File: src/sv/rmed_pkg.sv
// rmed_pkg: shared widths and defaults for the running median block.
// Depends on nothing; imported by rmed_cell, rmed_tree and running_median_core.
`timescale 1ns / 1ps

package rmed_pkg;

  localparam int SAMPLE_W      = 32;
  localparam int MAX_ITEMS_DEF = 64;
  localparam int GROUP_N       = 8;

endpackage

File: src/sv/rmed_cell.sv
// rmed_cell: one slot of the sorted insertion chain, holds one sample.
// Depends on rmed_pkg; instantiated in a row by running_median_core.
`timescale 1ns / 1ps

module rmed_cell #(
  parameter int IDX = 0,
  parameter int CW  = 7,
  parameter int IW  = 6
) (
  input  logic                                clk,
  input  logic                                ins,
  input  logic signed [rmed_pkg::SAMPLE_W-1:0] smp,
  input  logic [CW-1:0]                       cnt_eff,
  input  logic [IW-1:0]                       med_idx,
  input  logic signed [rmed_pkg::SAMPLE_W-1:0] left_val,
  input  logic                                left_gt,
  output logic signed [rmed_pkg::SAMPLE_W-1:0] val,
  output logic                                gt,
  output logic [rmed_pkg::SAMPLE_W-1:0]       tap
);
  import rmed_pkg::*;

  logic signed [SAMPLE_W-1:0] val_r;
  logic signed [SAMPLE_W-1:0] val_nxt;
  logic                       occ;
  logic                       at_end;

  assign occ    = (CW'(IDX) < cnt_eff);
  assign at_end = (CW'(IDX) == cnt_eff);
  assign gt     = occ && (val_r > smp);
  assign val    = val_r;
  assign tap    = (med_idx == IW'(IDX)) ? val_r : '0;

  always_comb begin
    val_nxt = val_r;
    if (ins && (gt || at_end)) begin
      val_nxt = left_gt ? left_val : smp;
    end
  end

  always_ff @(posedge clk) begin
    val_r <= val_nxt;
  end

endmodule

File: config.mk
export PLATFORM = sky130hd
export DESIGN_NAME = rmed_cell
export DESIGN_NICKNAME = d
export VERILOG_FILES = /design/src/sv/rmed_pkg.sv /design/src/sv/rmed_cell.sv
export SDC_FILE = /design/constraint.sdc
export NUM_CORES = 1
export LEC_CHECK = 0
export BUFFER_PORTS_ARGS = -buffer_cell sky130_fd_sc_hd__buf_2
export CORE_ASPECT_RATIO = 1.5
export CORE_UTILIZATION = 47
export DETAILED_ROUTE_END_ITERATION = 10
export GPL_TIMING_DRIVEN = 0
export PLACE_DENSITY = 0.84
export RECOVER_POWER = 100
export SLEW_MARGIN = 10
export SYNTH_ARGS = -nofsm -noshare
export SYNTH_HDL_FRONTEND = slang
export SYNTH_SLANG_ARGS = --single-unit
export TNS_END_PERCENT = 50
File: constraint.sdc
create_clock -name clk -period 7.6 [get_ports clk]
set_input_delay 1.52 -clock clk [delete_from_list [all_inputs] [get_ports clk]]
set_output_delay 1.52 -clock clk [all_outputs]
set_load 0.02 [all_outputs]
# Word level (Yosys, flattened, before mapping)

Index checks and enable logic that the tools add are counted.

Bitwise operators: 0
Mux-type cells: 2
Shift operators: 0
Multiply operators: 0
Magnitude comparators: 2
Equal/unequal tests: 0
Reduce and logical (&&, ||, !) cells: 5
$add $sub $neg: 0
Divide/modulo/power cells: 0

Operators by type and width:

| cell               | number |
|---|---|
| $mux 32            | 2 |
| $gt 32x32->1       | 1 |
| $logic_not 7->1    | 1 |
| $lt 1x7->1 const A | 1 |
| $logic_not 6->1    | 1 |
| $logic_and 1x1->1  | 2 |
| $logic_or 1x1->1   | 1 |

Bits in latches: 0
Input bits: 80
Memories kept: 0
Bits in writable memories: 0
Logic and storage cells: 10
Output and inout bits: 65
ROM bits: 0
Flip-flop bits (word level): 32

# Logic depth before layout (Yosys ltp)

Gate-level depths: netlist (run 1).

Word-level depth: 4
Depth in mapped cells: 8
Gate-level depth less buffers: 8

# Worst setup path before layout (run 1)

Ideal clock, no wire load.

Path kind: input-to-output
Start point: input smp[31] in the netlist's numbering
End point: output gt
Arrival: 3.069 ns
Path slack: 3.011 ns
Data required time: 6.080 ns
Cell stages on the path: 8
Buffers on the path: 0
Path through: inv_1 -> ha_1 -> nand4_4 -> nor2_1 -> a221oi_1 -> o211a_2 -> o21ai_0 -> a31oi_1

Cells in the longest elaborated chain, start to end: 2

Ends and longest elaborated chain:

| what              | line            | RTL |
|---|---|---|
| start, declared   | rmed_cell.sv:12 | `input logic signed [rmed_pkg::SAMPLE_W-1:0] smp,` |
| $gt 32x32->1      | rmed_cell.sv:30 | `assign gt = occ && (val_r > smp);` |
| $logic_and 1x1->1 | rmed_cell.sv:30 |  |
| end, declared     | rmed_cell.sv:18 | `output logic gt,` |

No other way between the ends.

# Final worst setup path (run 1)

Start point: input smp[10] in the netlist's numbering
End point: register val_r[10] (netlist: val[10]) (enable)

Cells in the longest elaborated chain, start to end: 4

Ends and longest elaborated chain:

| what                 | line            | RTL |
|---|---|---|
| $gt 32x32->1         | rmed_cell.sv:30 |  |
| $logic_and 1x1->1    | rmed_cell.sv:30 |  |
| $logic_or 1x1->1     | rmed_cell.sv:36 | `if (ins && (gt \|\| at_end)) begin` |
| $logic_and 1x1->1    | rmed_cell.sv:36 |  |
| end signal, assigned | rmed_cell.sv:42 | `val_r <= val_nxt;` |
| end, declared        | rmed_cell.sv:23 | `logic signed [SAMPLE_W-1:0] val_r;` |

No other way between the ends.
A chain may end at the register's enable or synchronous reset.

==> results of run 1 <==
[critical path, cell delays in order]
cell,delay [ps]
buf_2,70
inv_1,40
ha_1,320
nand4_1,170
nor4_1,520
a21bo_1,280
o211ai_1,120
nand2_2,90
a41oi_1,1500
clkbuf_1,820
[power groups by stage]
stage	Clock, uW	Sequential [uW]	Combinational, uW
floorplan	0	260	78.1
global placement	0	239	158
detailed placement	0	239	170
CTS	131	235	171
global route	135	239	174
finish	128	236	154
[per-stage QoR]
step	utilization [%]	power (uW)	area, um^2	setup WS (ps)
after detailed placement	66.8	409	3270	2810
after CTS	68.5	537	3350	2810
after global placement	66.0	397	3230	2790
after global routing	65.7	548	3210	1670
final	65.7	518	3210	2050
after floorplan	-	338	2430	3010
[synth_stat cells (all sizes together) (3+ instances only)]
| master | n |
|---|---|
| nand2 | 42 |
| a21oi | 12 |
| clkbuf | 7 |
| o21ai | 35 |
| edfxtp | 32 |
| inv | 34 |
| nand4 | 7 |
| ha | 32 |
| buf | 3 |
| nand3 | 3 |
| nor4 | 4 |
| and2 | 31 |
| nor3 | 3 |
[per-layer routing]
metal	vias up	global-route usage, %	wire, um
met2	120	49.3	3770
met3	8	4.32	412
met4	0	9.09	105
met1	1134	25.4	2510
met5	-	0	0
li1	1221	-	-
[area by class of cell]
cell class	count	area (um^2)
Fill cell	448	1680
Multi-Input combinational cell	186	1250
Sequential cell	32	961
Timing Repair Buffer	144	666
Inverter	34	128
Tap cell	66	82.6
Clock buffer	5	68.8
Buffer	10	37.5
Clock inverter	3	13.8
[worst max path at each step]
stage	from	end	slack, ps	depth (start not counted)
floorplan	smp[31]	gt	3010	8
global placement	smp[31]	val[9]	2790	9
detailed placement	smp[31]	gt	2810	10
CTS	smp[31]	gt	2810	10
global route	smp[10]	val[11]	1670	10
finish	smp[10]	val[10]	2050	10
[logic make-up after synthesis]
family	count (synthesis)	synth area share, %
AOI/OAI and AO/OA	58	13.9
muxes	1	0.464
buffers and inverters	44	7.26
DFF	32	39.6
and+or+nand+nor	95	22.3
adders and majority gates	32	16.5
==> flow_metrics.env, run 1 <==
export IMPL_drtAntennaViolNets=0
export IMPL_status="finished with violations"
export IMPL_p_leak_uw=0.00156
export IMPL_yosysWarnings=0
export IMPL_drv_cap=1
export IMPL_yosysSeqAreaShare_pct=39.6
export IMPL_worst_ep_required_time_ps=7500
export IMPL_wl_per_cell_um=14.2
export IMPL_worst_pin_slew_ps=1900
export IMPL_cts_inserted_buffers=5
export IMPL_r2r_start="val[10]"
export IMPL_end_kind="register"
export IMPL_firstDrtPassIters=4
export IMPL_maxSlewHeadroom_pct=-28.5
export IMPL_largest_reg_flops=32
export IMPL_root_buffer="clkbuf_8"
export IMPL_whs_ps=1520
export IMPL_vias_per_cell=5.17
export IMPL_synthesis_area_um2=2430
export IMPL_io_pins=145
export IMPL_post_route_drc_count=0
export IMPL_grt_max_degree=18
export IMPL_core_area_um2=4890
export IMPL_yosysTopAreaCellShare_pct=39.6
export IMPL_grt_overflow=0
export IMPL_p_int_uw=340
export IMPL_clockPowerShare_pct=24.6
export IMPL_switchingPower_uw=178
export IMPL_drt_initial_drc_count=61
export IMPL_track_usage_pct=25.5
export IMPL_area_growth_pct=32.1
export IMPL_min_path_type="in2reg"
export IMPL_synth_avg_cell_area_um2=9.27
export IMPL_fin_crit_sh_pct=73.0
export IMPL_dieArea_um2=5460
export IMPL_clockBufferDepth=2
export IMPL_io_buffers=143
export IMPL_die_w_um=60.7
export IMPL_final_hold_viol_count=0
export IMPL_tns_ps=0
export IMPL_grt_pass1_vias=2534
export IMPL_worstSetupStartpointType="primary input"
export IMPL_grt_first_pass_wirelength_um=10600
export IMPL_rsz0062_at_grt="false"
export IMPL_synth_fp_nets=374
export IMPL_fmax_mhz=180
export IMPL_hpwl_um=5550
export IMPL_cp_max_fo=17
export IMPL_clkSinkCount=32
export IMPL_finalClockSkew_ps=8.85
export IMPL_finalSetupViolations=0
export IMPL_final_cell_mix="buf_2, clkbuf_1, nand2_1"
export IMPL_ctsResizeCount=0
export IMPL_power_frac_seq_pct=45.6
export IMPL_synth_area_leaders="edfxtp_1, ha_1, and2_1"
export IMPL_hold_end="val[29]"
export IMPL_nets=525
export IMPL_cts_tree="built"
export IMPL_violations="capacitance limit, slew limit"
export IMPL_criticalPathCategory="in2reg"
export IMPL_vdd_drop_max_mv=0.137
export IMPL_vias=2483
export IMPL_maxSlewViolCount=18
export IMPL_finalWorstPathRequiredPeriod_ps=5550
export IMPL_reg2reg_to="val[10]"
export IMPL_antenna_found_initial=0
export IMPL_final_common_cell="buf_2"
export IMPL_yosys_area_top_type="edfxtp_1"
export IMPL_synth_cells=262
export IMPL_synth_edff_count=32
export IMPL_min_from="left_val[29]"
export IMPL_holdPathStages=3
export IMPL_ys_ff_latch=32
export IMPL_insertion_delay_ps=280
export IMPL_start_util_pct=49.7
export IMPL_ctsHtreeMaxLevel=2
export IMPL_synth_ff_type="edfxtp_1"
export IMPL_final_layout_size_suffix_gt1_share_pct=27.5
export IMPL_gp_congestion=0.834
export IMPL_cts_setup_buffers=0
export IMPL_row_count=31
export IMPL_die_h_um=90.0
export IMPL_postCtsHoldBufs=0
export IMPL_clk_pin_slew_worst_paths_ps=80
export IMPL_powerDensity_nw_per_um2=161
export IMPL_stdcell_count=480
export IMPL_placed_cells=472
export IMPL_async_reset_ff_share_pct=0
export IMPL_comb_power_share_pct=29.7
export IMPL_synthDistinctLibCells=34
export IMPL_antenna_cells=0
export IMPL_rr_worst_depth=8
export IMPL_totalWireLength_um=6800
export IMPL_switching_share_pct=34.3
export IMPL_critPathArrivalTime_ps=5450
export IMPL_rrSetupSlack_ps=2980
No activity file was read; power rests on OpenSTA's default activity.
==> run 2: changes to the inputs <==
Settings changed: CORE_UTILIZATION 47 to 44, PLACE_DENSITY 0.84 to 0.79.
Clock period 7.6 ns to 5.3 ns, I/O delays scaled along.
==> run 2 against run 1 <==
  * The flow still finishes with violations (capacitance limit, slew limit)
  * Non-clock buffer count is the same
  * Worst setup slack lost 1000 ps
  * Register-to-register slack lost 1500 ps
  * Sequential power grew 43%
  * Clock-buffer cell count is the same
  * Clock skew grew 0.73 ps
  * Clock power grew 82%
  * Routed wire length shrank 1.3%
  * Hold slack lost 470 ps
  * Critical endpoint is now val[6]
==> flow_metrics.env, run 2 (synthesis results as in run 1) <==
export IMPL_status="finished with violations"
export IMPL_violations="capacitance limit, slew limit"
export IMPL_vdd_drop_max_mv=0.194
export IMPL_drv_cap=1
export IMPL_final_hold_viol_count=0
export IMPL_rsz0062_at_grt="false"
export IMPL_core_area_um2=5250
export IMPL_postCtsHoldBufs=0
export IMPL_drt_initial_drc_count=70
export IMPL_use_met3_pct=5.00
export IMPL_finalSetupViolations=0
export IMPL_powerDensity_nw_per_um2=245
export IMPL_finalClockSkew_ps=9.59
export IMPL_ctsResizeCount=0
export IMPL_root_buffer="clkbuf_8"
export IMPL_power_uw=802
export IMPL_grt_first_pass_wirelength_um=10700
export IMPL_grt_pass1_vias=2384
export IMPL_p_int_uw=542
export IMPL_grt_overflow=0
export IMPL_maxSlewHeadroom_pct=-33.2
export IMPL_cp_top_family="compound AO/OA/AOI/OAI gates"
export IMPL_end_kind="register"
export IMPL_cp_max_fo=17
export IMPL_comb_power_share_pct=28.8
export IMPL_cp_slowest_stage_delay_ps=1550
export IMPL_cts_tree="built"
export IMPL_path_buf_inv=3
export IMPL_fin_crit_sh_pct=80.7
export IMPL_io_pins=145
export IMPL_die_w_um=62.7
export IMPL_worst_ep_required_time_ps=5290
export IMPL_cp_cell_sequence="buf_2 -> inv_1 -> ha_1 -> nand4_2 -> nor4_4 -> a21bo_1 -> o211ai_1 -> nand2_2 -> a41oi_1 -> buf_16"
export IMPL_slowest_stage="a41oi_1"
export IMPL_start_util_pct=46.3
export IMPL_criticalPathCategory="in2reg"
export IMPL_worst_pin_slew_ps=1970
export IMPL_vias=2430
export IMPL_clockBufferDepth=2
export IMPL_nets=525
export IMPL_totalWireLength_um=6710
export IMPL_final_layout_size_suffix_gt1_share_pct=26.3
export IMPL_final_common_cell="buf_2"
export IMPL_worstSetupStartpointType="primary input"
export IMPL_cts_setup_buffers=0
export IMPL_busiest_layer="met2"
export IMPL_firstDrtPassIters=4
export IMPL_antenna_found_initial=1
export IMPL_ctsHtreeMaxLevel=2
export IMPL_row_count=32
export IMPL_fmax_mhz=234
export IMPL_power_frac_seq_pct=42.2
export IMPL_post_route_drc_count=0
export IMPL_hpwl_um=5460
export IMPL_clk_pin_slew_worst_paths_ps=80
export IMPL_insertion_delay_ps=290
export IMPL_p_leak_uw=0.00157
export IMPL_dieArea_um2=5830
export IMPL_critPathArrivalTime_ps=4270
export IMPL_largest_reg_flops=32
export IMPL_gp_congestion=0.805
export IMPL_use_met1_pct=25.0
export IMPL_min_path_type="in2reg"
export IMPL_wl_per_cell_um=13.9
export IMPL_finalWorstPathRequiredPeriod_ps=4280
export IMPL_vias_per_cell=5.03
export IMPL_switchingPower_uw=260
export IMPL_io_buffers=143
export IMPL_die_h_um=93.0
export IMPL_cts_inserted_buffers=5
export IMPL_grt_met2_usage_pct=45.4
export IMPL_area_growth_pct=34.8
export IMPL_drtAntennaViolNets=0
export IMPL_maxSlewViolCount=16
export IMPL_tns_ps=0
export IMPL_final_cell_mix="buf_2, clkbuf_1, nand2_1"
export IMPL_track_usage_pct=23.8
export IMPL_grt_max_degree=18
export IMPL_switching_share_pct=32.4
export IMPL_clkSinkCount=32
export IMPL_clockPowerShare_pct=29.0
## run 2: cell types whose count changed in the layout (fill, tap and decap cells not counted), moves of 2 or more
cell	delta
clkbuf_1	+6
buf_2	-7
and2_0	-7
clkinv_2	-2
and2_1	+7
## run 2: power groups by stage
stage / Combinational (uW) / Clock, uW / Sequential [uW]
floorplan: 112 / 0 / 373
global placement: 227 / 0 / 343
detailed placement: 243 / 0 / 342
CTS: 244 / 235 / 337
global route: 258 / 241 / 343
finish: 231 / 233 / 338
## run 2: final cells by class
class | count | area [um^2]
diodes | 1 | 2.50
plain buffers | 10 | 37.5
clock buffers | 5 | 68.8
clock inverters | 3 | 37.5
fillers | 511 | 1970
inverters | 34 | 128
multi-input cells | 186 | 1270
flip-flops and latches | 32 | 961
well taps | 68 | 85.1
repair buffers | 144 | 681
## run 2: per-layer routing
metal / vias to the layer above / wire (um)
met5: - / 0
met1: 1092 / 2630
met4: 0 / 103
met2: 112 / 3550
li1: 1218 / -
met3: 8 / 436
## run 2: worst paths after layout
kind         endpoint    startpoint  cells past startpoint  slack, ps
max            val[6]       smp[10]                     10       1020
min           val[28]  left_val[28]                      3       1050
max reg2reg    val[6]       val[10]                      8       1460
min reg2reg   val[27]        val[1]                      5       1560
## run 2: worst reg2reg max path, cell delays in order (launching register included)
cell and delay, ps:
edfxtp_1 430, ha_1 360, nand4_2 160, nor4_4 300, a21bo_1 250, o211ai_1 130, nand2_2 100, a41oi_1 1550
buf_16 250
## run 2: stage by stage
step / instance area [um^2] / util [%] / std cells / setup WS [ps] / hold WS, ps
finish: 3270 / 62.4 / 483 / 1020 / 1050
global route: 3270 / 62.4 / 482 / 712 / 1060
CTS: 3370 / 64.3 / 482 / 1380 / 1050
detailed placement: 3270 / 62.3 / 474 / 1380 / 1270
global placement: 3230 / 61.6 / 473 / 992 / 1340
floorplan: 2430 / - / 262 / 1630 / 1250
